<file path="src/sv/q4dd_pkg.sv">
// Package: widths, command/status structs and helpers for the Q4 dequant dot unit.
`timescale 1ns / 1ps
package q4dd_pkg;

  localparam int ACT_W   = 16;
  localparam int SCALE_W = 16;
  localparam int NIB_W   = 4;
  localparam int PROD_W  = ACT_W + SCALE_W;
  localparam int TERM_W  = PROD_W + NIB_W;
  localparam int SUM_W   = 56;

  localparam logic signed [SUM_W-1:0] SUM_MAX = {1'b0, {(SUM_W-1){1'b1}}};
  localparam logic signed [SUM_W-1:0] SUM_MIN = {1'b1, {(SUM_W-1){1'b0}}};

  // Commands from the controller to the datapath
  typedef struct packed {
    logic load;        // capture the accepted input beat
    logic mul_scale;   // activation * scale
    logic mul_weight;  // product * signed nibble
    logic accumulate;  // saturating add into the running sum
    logic sel_second;  // work on the high-nibble element
    logic emit;        // move the running sum to the output register and clear
  } q4dd_cmd_t;

  // Status from the datapath to the controller
  typedef struct packed {
    logic second_valid;
    logic last_item;
    logic out_busy;    // output register holds a beat that is not taken this cycle
  } q4dd_sts_t;

  // Nibble minus 8 is the nibble with its top bit flipped, read as signed.
  function automatic logic signed [NIB_W-1:0] nib_weight(input logic [NIB_W-1:0] nib);
    nib_weight = $signed({~nib[NIB_W-1], nib[NIB_W-2:0]});
  endfunction

  function automatic logic signed [SUM_W-1:0] sat_add(
    input logic signed [SUM_W-1:0]  acc,
    input logic signed [TERM_W-1:0] term
  );
    logic signed [SUM_W:0] s;
    s = (SUM_W+1)'(acc) + (SUM_W+1)'(term);
    if (s[SUM_W] != s[SUM_W-1]) begin
      sat_add = s[SUM_W] ? SUM_MIN : SUM_MAX;
    end else begin
      sat_add = s[SUM_W-1:0];
    end
  endfunction

endpackage

</file>
<file path="src/sv/q4dd_ctrl.sv">
// Controller: sequences capture, two multiplies and the add per element, then the emit after a last item.
`timescale 1ns / 1ps
module q4dd_ctrl (
  input  logic             clk,
  input  logic             rst_n,
  input  logic             in_valid,
  output logic             in_ready,
  input  q4dd_pkg::q4dd_sts_t sts,
  output q4dd_pkg::q4dd_cmd_t cmd
);
  import q4dd_pkg::*;

  localparam logic [2:0] S_IDLE  = 3'd0;
  localparam logic [2:0] S_MULA  = 3'd1;
  localparam logic [2:0] S_MULW  = 3'd2;
  localparam logic [2:0] S_ADD   = 3'd3;
  localparam logic [2:0] S_EMIT  = 3'd4;

  logic [2:0] state_r, state_nxt;
  logic       elem_r, elem_nxt;

  always_comb begin
    state_nxt      = state_r;
    elem_nxt       = elem_r;
    cmd            = '0;
    cmd.sel_second = elem_r;
    in_ready       = 1'b0;
    unique case (state_r)
      S_IDLE: begin
        in_ready = 1'b1;
        if (in_valid) begin
          cmd.load  = 1'b1;
          elem_nxt  = 1'b0;
          state_nxt = S_MULA;
        end
      end
      S_MULA: begin
        cmd.mul_scale = 1'b1;
        state_nxt     = S_MULW;
      end
      S_MULW: begin
        cmd.mul_weight = 1'b1;
        state_nxt      = S_ADD;
      end
      S_ADD: begin
        cmd.accumulate = 1'b1;
        if (!elem_r && sts.second_valid) begin
          elem_nxt  = 1'b1;
          state_nxt = S_MULA;
        end else if (sts.last_item) begin
          state_nxt = S_EMIT;
        end else begin
          state_nxt = S_IDLE;
        end
      end
      S_EMIT: begin
        // hold until the output register frees up
        if (!sts.out_busy) begin
          cmd.emit  = 1'b1;
          state_nxt = S_IDLE;
        end
      end
      default: state_nxt = S_IDLE;
    endcase
  end

  always_ff @(posedge clk) begin
    if (!rst_n) begin
      state_r <= S_IDLE;
      elem_r  <= 1'b0;
    end else begin
      state_r <= state_nxt;
      elem_r  <= elem_nxt;
    end
  end

endmodule

</file>
<file path="src/sv/q4dd_dp.sv">
// Datapath: input capture, shared multiplier pair, saturating accumulator, output register.
`timescale 1ns / 1ps
module q4dd_dp (
  input  logic                              clk,
  input  logic                              rst_n,
  input  logic [7:0]                        in_weight_byte,
  input  logic signed [q4dd_pkg::ACT_W-1:0]   in_act_first,
  input  logic signed [q4dd_pkg::ACT_W-1:0]   in_act_second,
  input  logic signed [q4dd_pkg::SCALE_W-1:0] in_block_scale,
  input  logic                              in_second_valid,
  input  logic                              in_last_item,
  input  q4dd_pkg::q4dd_cmd_t                 cmd,
  output q4dd_pkg::q4dd_sts_t                 sts,
  output logic                              out_valid,
  input  logic                              out_ready,
  output logic signed [q4dd_pkg::SUM_W-1:0]   out_dot_sum
);
  import q4dd_pkg::*;

  logic [2*NIB_W-1:0]         byte_r;
  logic signed [ACT_W-1:0]    act0_r, act1_r;
  logic signed [SCALE_W-1:0]  scale_r;
  logic                       second_r, last_r;
  logic signed [PROD_W-1:0]   prod_r;
  logic signed [TERM_W-1:0]   term_r;
  logic signed [SUM_W-1:0]    acc_r, acc_nxt;
  logic signed [SUM_W-1:0]    out_r;
  logic                       out_valid_r, out_valid_nxt;

  logic signed [ACT_W-1:0]    act_sel;
  logic signed [NIB_W-1:0]    w_sel;

  assign act_sel = cmd.sel_second ? act1_r : act0_r;
  assign w_sel   = cmd.sel_second ? nib_weight(byte_r[2*NIB_W-1:NIB_W])
                                  : nib_weight(byte_r[NIB_W-1:0]);

  always_ff @(posedge clk) begin
    if (cmd.load) begin
      byte_r   <= in_weight_byte;
      act0_r   <= in_act_first;
      act1_r   <= in_act_second;
      scale_r  <= in_block_scale;
      second_r <= in_second_valid;
      last_r   <= in_last_item;
    end
    if (cmd.mul_scale) begin
      prod_r <= PROD_W'(act_sel) * PROD_W'(scale_r);
    end
    if (cmd.mul_weight) begin
      term_r <= TERM_W'(prod_r) * TERM_W'(w_sel);
    end
    if (cmd.emit) begin
      out_r <= acc_r;
    end
  end

  always_comb begin
    acc_nxt = acc_r;
    if (cmd.accumulate) begin
      acc_nxt = sat_add(acc_r, term_r);
    end else if (cmd.emit) begin
      acc_nxt = '0;
    end
  end

  always_comb begin
    out_valid_nxt = out_valid_r;
    if (cmd.emit) begin
      out_valid_nxt = 1'b1;
    end else if (out_ready) begin
      out_valid_nxt = 1'b0;
    end
  end

  always_ff @(posedge clk) begin
    if (!rst_n) begin
      acc_r       <= '0;
      out_valid_r <= 1'b0;
    end else begin
      acc_r       <= acc_nxt;
      out_valid_r <= out_valid_nxt;
    end
  end

  assign sts.second_valid = second_r;
  assign sts.last_item    = last_r;
  assign sts.out_busy     = out_valid_r && !out_ready;

  assign out_valid   = out_valid_r;
  assign out_dot_sum = out_r;

endmodule

</file>
<file path="src/sv/q4_block_dequant_dot.sv">
// Top level: Q4 block dequantize and dot product, controller plus datapath.
//
//  port group  | dir | handshake            | payload
//  in_*        | in  | in_valid / in_ready  | weight_byte, act_first, act_second,
//              |     |                      | block_scale, second_valid, last_item
//  out_*       | out | out_valid / out_ready| dot_sum (56-bit signed, 20 fraction bits)
//
// Each item is captured first; then for each of its one or two elements the unit does
// activation*scale, the nibble multiply and the saturating add, in that order.
// A last item adds an emit step that moves the sum to the output.
// The emit cycle holds while the output register still has an untaken beat.
// Reset clears the accumulator, the controller and the output valid.
`timescale 1ns / 1ps
module q4_block_dequant_dot (
  input  logic                                clk,
  input  logic                                rst_n,
  input  logic                                in_valid,
  output logic                                in_ready,
  input  logic [7:0]                          in_weight_byte,
  input  logic signed [q4dd_pkg::ACT_W-1:0]   in_act_first,
  input  logic signed [q4dd_pkg::ACT_W-1:0]   in_act_second,
  input  logic signed [q4dd_pkg::SCALE_W-1:0] in_block_scale,
  input  logic                                in_second_valid,
  input  logic                                in_last_item,
  output logic                                out_valid,
  input  logic                                out_ready,
  output logic signed [q4dd_pkg::SUM_W-1:0]   out_dot_sum
);
  import q4dd_pkg::*;

  q4dd_cmd_t cmd;
  q4dd_sts_t sts;

  q4dd_ctrl u_ctrl (
    .clk      (clk),
    .rst_n    (rst_n),
    .in_valid (in_valid),
    .in_ready (in_ready),
    .sts      (sts),
    .cmd      (cmd)
  );

  q4dd_dp u_dp (
    .clk             (clk),
    .rst_n           (rst_n),
    .in_weight_byte  (in_weight_byte),
    .in_act_first    (in_act_first),
    .in_act_second   (in_act_second),
    .in_block_scale  (in_block_scale),
    .in_second_valid (in_second_valid),
    .in_last_item    (in_last_item),
    .cmd             (cmd),
    .sts             (sts),
    .out_valid       (out_valid),
    .out_ready       (out_ready),
    .out_dot_sum     (out_dot_sum)
  );

endmodule

</file>
<file path="config.mk">
export PLATFORM = sky130hd
export DESIGN_NAME = q4_block_dequant_dot
export DESIGN_NICKNAME = d
export VERILOG_FILES = /design/src/sv/q4dd_pkg.sv /design/src/sv/q4dd_ctrl.sv /design/src/sv/q4dd_dp.sv /design/src/sv/q4_block_dequant_dot.sv
export SDC_FILE = /design/constraint.sdc
export NUM_CORES = 1
export LEC_CHECK = 0
export ABC_AREA = 1
export BUFFER_PORTS_ARGS = -buffer_cell sky130_fd_sc_hd__buf_2
export CELL_PAD_IN_SITES_DETAIL_PLACEMENT = 0
export CELL_PAD_IN_SITES_GLOBAL_PLACEMENT = 2
export CORE_UTILIZATION = 39
export DETAILED_ROUTE_END_ITERATION = 10
export GPL_TIMING_DRIVEN = 0
export PLACE_DENSITY = 0.8
export SLEW_MARGIN = 25
export SYNTH_ARGS = -nofsm -noshare
export SYNTH_HDL_FRONTEND = slang
export SYNTH_HIERARCHICAL = 1
export SYNTH_SLANG_ARGS = --single-unit
</file>
<file path="constraint.sdc">
create_clock -name clk -period 9.48 [get_ports clk]
set_input_delay 0.948 -clock clk [delete_from_list [all_inputs] [get_ports clk]]
set_output_delay 0.948 -clock clk [all_outputs]
set_load 0.005 [all_outputs]
</file>
==> impl_results.md <==
* I/O Buffers at 119
* Pins over their slew limit at 0
* Netlist cell types at 44
* FFs w/ async S/R, synth at 0
* Largest net degree at the start of global routing at 37
* Post-synthesis sequential area ratio at 0.2445
* Number of global-route vias before repair at 22900
* GRT Total Usage at 0.2343
* CP startpoint: u_ctrl/elem_r
* Clock sinks at 243
* Rows at 96
* Fill cell count at 7168
* Critical path arrival at 8880 ps
* CTS Buf Count at 31
* RSZ-0062 raised after global routing: no
* Share of layout cells above drive strength 1 at 0.09433
* Total global routing overflow at 0
* CP Capture Type: register
* Slowest-stage cell, CP: fa_1
* Global-route wire length before repair at 127.1 mm
* GPL Wtd Cong at 0.9204
* H-tree levels at 1
* CP top delay family: adder cells
* Worst-case reg-to-reg path depth at 25
* DRC viols at 0
* Number of synthesized register bits at 243
* Clock Skew at 24.96 ps
* Post-synth EDFFs at 182
* Synth warn at 6
* Max-Cap Viols at 0
* I/O Pins at 120
* Antenna violations before repair at 0
* CTS tree: yes
* Dpl hpwl at 70.47 mm
* Fin nets at 4101
* Post-synth top flop: edfxtp_1
* Period minus WS final at 8528 ps
* Reg-to-Reg Start: u_ctrl/elem_r
* Status: complete, no violations
* Mapped Area at 27340 sq um
* DRT antenna net count at 0
* WL per Instance at 18.19 um
* DR vias at 21410
* # Post-CTS Setup Buffers at 0
* Crit Path Class: reg2reg
* Levels on crit path at 25
* Tightest Pin Transition at 1152 ps
* Synthesized area per cell at 8.182 sq um
* Startpoint types: register
* Final hold viol count at 0
* Chip Width at 266.8 um
* Hold Buf Count CTS at 0
* Total negative slack at 0 ps
* Die area at 71170 sq um
* Placed Cells at 4403
* Mapped Cells at 3342
* Crit path max fanout at 10
* Worst Path Required at 9830 ps
* CP bufs+invs at 7
* Core footprint at 68950 sq um
* Root buf cell: clkbuf_16
* Relative slew slack at 0.2269
* Diodes inserted at 0
* Core Util, Final at 0.4400
* Final setup fails at 0
* Starting Density at 0.3966
* Clk Latency, worst-skew pair at 620 ps
* Setup crit end: u_dp/prod_r[23]
* Slowest cell delay on critical path at 540 ps
* Die Y at 266.8 um
* Fin cells at 4461
* Vias/cell at 4.800
* Tcrit/Tclk final at 0.8996
* CP dominant cell by count: fa_1
* Syn-to-layout area delta at 10.94%
* R2r setup slk at 950 ps
* Post-CTS sizing at 0
* Worst-path clk slew at 60 ps
* DR iter-0 viols at 955
* Hold Path Class: reg2reg
* Total Wirelength at 81.12 mm
* CTS max path bufs at 3
* Mapped Nets at 3938
* FMAX at 117.3 MHz
* Reg-to-Reg End: u_dp/prod_r[23]
* First drt pass iteration count at 5
## area by class of cell
class / instances / area [sq um] / area share
multi-input combinational: 2341 / 17720 / 0.5842
sequential: 243 / 6686 / 0.2204
inverter: 689 / 2586 / 0.08525
tap: 931 / 1165 / 0.03840
clock buffer: 41 / 854.6 / 0.02817
timing repair buffer: 130 / 680.7 / 0.02244
buffer: 69 / 376.6 / 0.01241
clock inverter: 17 / 265.3 / 0.008744
## layout by cell type (no fill, tap or decap), drive strengths merged, types with 86 or more instances in the layout
cell type,count
nand2,844
inv,685
fa,328
nor2,324
ha,206
a21oi,193
edfxtp,182
buf,154
nand3,127
clkbuf,86
## Yosys cell counts (all sizes together) (12+ instances only)
| master | instances | area share |
|---|---|---|
| a21oi | 193 | 0.042 |
| ha | 206 | 0.094 |
| xnor2 | 59 | 0.019 |
| a21o | 12 | 0.0033 |
| nand4 | 27 | 0.0062 |
| dfxtp | 61 | 0.045 |
| inv | 683 | 0.094 |
| fa | 328 | 0.24 |
| nor3 | 22 | 0.0046 |
| nand2 | 844 | 0.12 |
| nor2 | 324 | 0.046 |
| buf | 24 | 0.0076 |
| xor2 | 45 | 0.014 |
| nand3 | 127 | 0.024 |
| edfxtp | 182 | 0.20 |
| clkbuf | 45 | 0.0062 |
| o21bai | 21 | 0.0058 |
| o21ai | 66 | 0.012 |
| or2 | 31 | 0.0071 |
## logic make-up after synthesis
group | share of synthesized area
AND/OR/NAND/NOR | 0.2097
buffers and inverters | 0.1083
adder cells (fa/ha/maj) | 0.3344
AO/OA/AOI/OAI | 0.06978
flip-flops | 0.2445
XOR/XNOR | 0.03331
## worst register-to-register path, cell delays in order (launching register included)
cell and delay (ps):
dfxtp_1 330, buf_4 140, clkbuf_1 210, clkbuf_1 320, or2_2 370, nand2_1 410, clkinv_1 520, nand2_1 210
fa_1 480, fa_1 530, fa_1 510, inv_1 50, fa_1 540, fa_1 510, inv_1 50, fa_1 470
inv_1 40, ha_1 340, nand2_1 200, nor2_1 390, nand4_1 140, o211ai_1 500, a21oi_1 310, o21ai_0 410
a21oi_1 140, xnor2_1 150
## per-stage QoR
stage	setup slack, ps	hold WS (ps)	cell area (sq um)
after global placement	-2080	445.8	29100
final	951.7	463.4	30340
after global routing	415.8	466.2	30340
after CTS	837.5	461.0	30340
after detailed placement	869.6	448.7	29220
after floorplan	1920	434.5	27340
## state kept, by name, indices dropped and copies added (netlist names)
name              count
u_dp/act0_r          16
u_ctrl/state_r        3
u_dp/out_dot_sum     56
u_ctrl/elem_r         1
u_dp/term_r          36
u_dp/prod_r          32
u_dp/out_valid        1
u_dp/act1_r          16
u_dp/acc_r           56
u_dp/byte_r           8
u_dp/last_r           1
u_dp/second_r         1
u_dp/scale_r         16
## worst min path at each step
| stage | start | to | slack (ps) | cells past startpoint |
|---|---|---|---|---|
| after floorplan | u_dp/acc_r[0] | u_dp/out_dot_sum[0] | 430 | 0 |
| after global placement | u_dp/acc_r[0] | u_dp/out_dot_sum[0] | 450 | 0 |
| after detailed placement | u_dp/acc_r[0] | u_dp/out_dot_sum[0] | 450 | 0 |
| after CTS | in_block_scale[13] | u_dp/scale_r[13] | 460 | 1 |
| after global routing | in_block_scale[13] | u_dp/scale_r[13] | 470 | 1 |
| final | u_dp/acc_r[54] | u_dp/out_dot_sum[54] | 460 | 0 |
## routing by layer
metal / part of all wire / track usage / up-vias / wire length [um]
li1: - / - / 10650 / -
met1: 0.40 / 0.2639 / 10270 / 32750
met2: 0.52 / 0.4436 / 346 / 42110
met3: 0.023 / 0.01827 / 150 / 1828
met4: 0.055 / 0.1107 / 0 / 4432
met5: 0 / 0 / - / 0
Power is left out: the tool's default activity adds up to more than one toggle a clock period on the data nets, which glitch-free logic cannot reach.
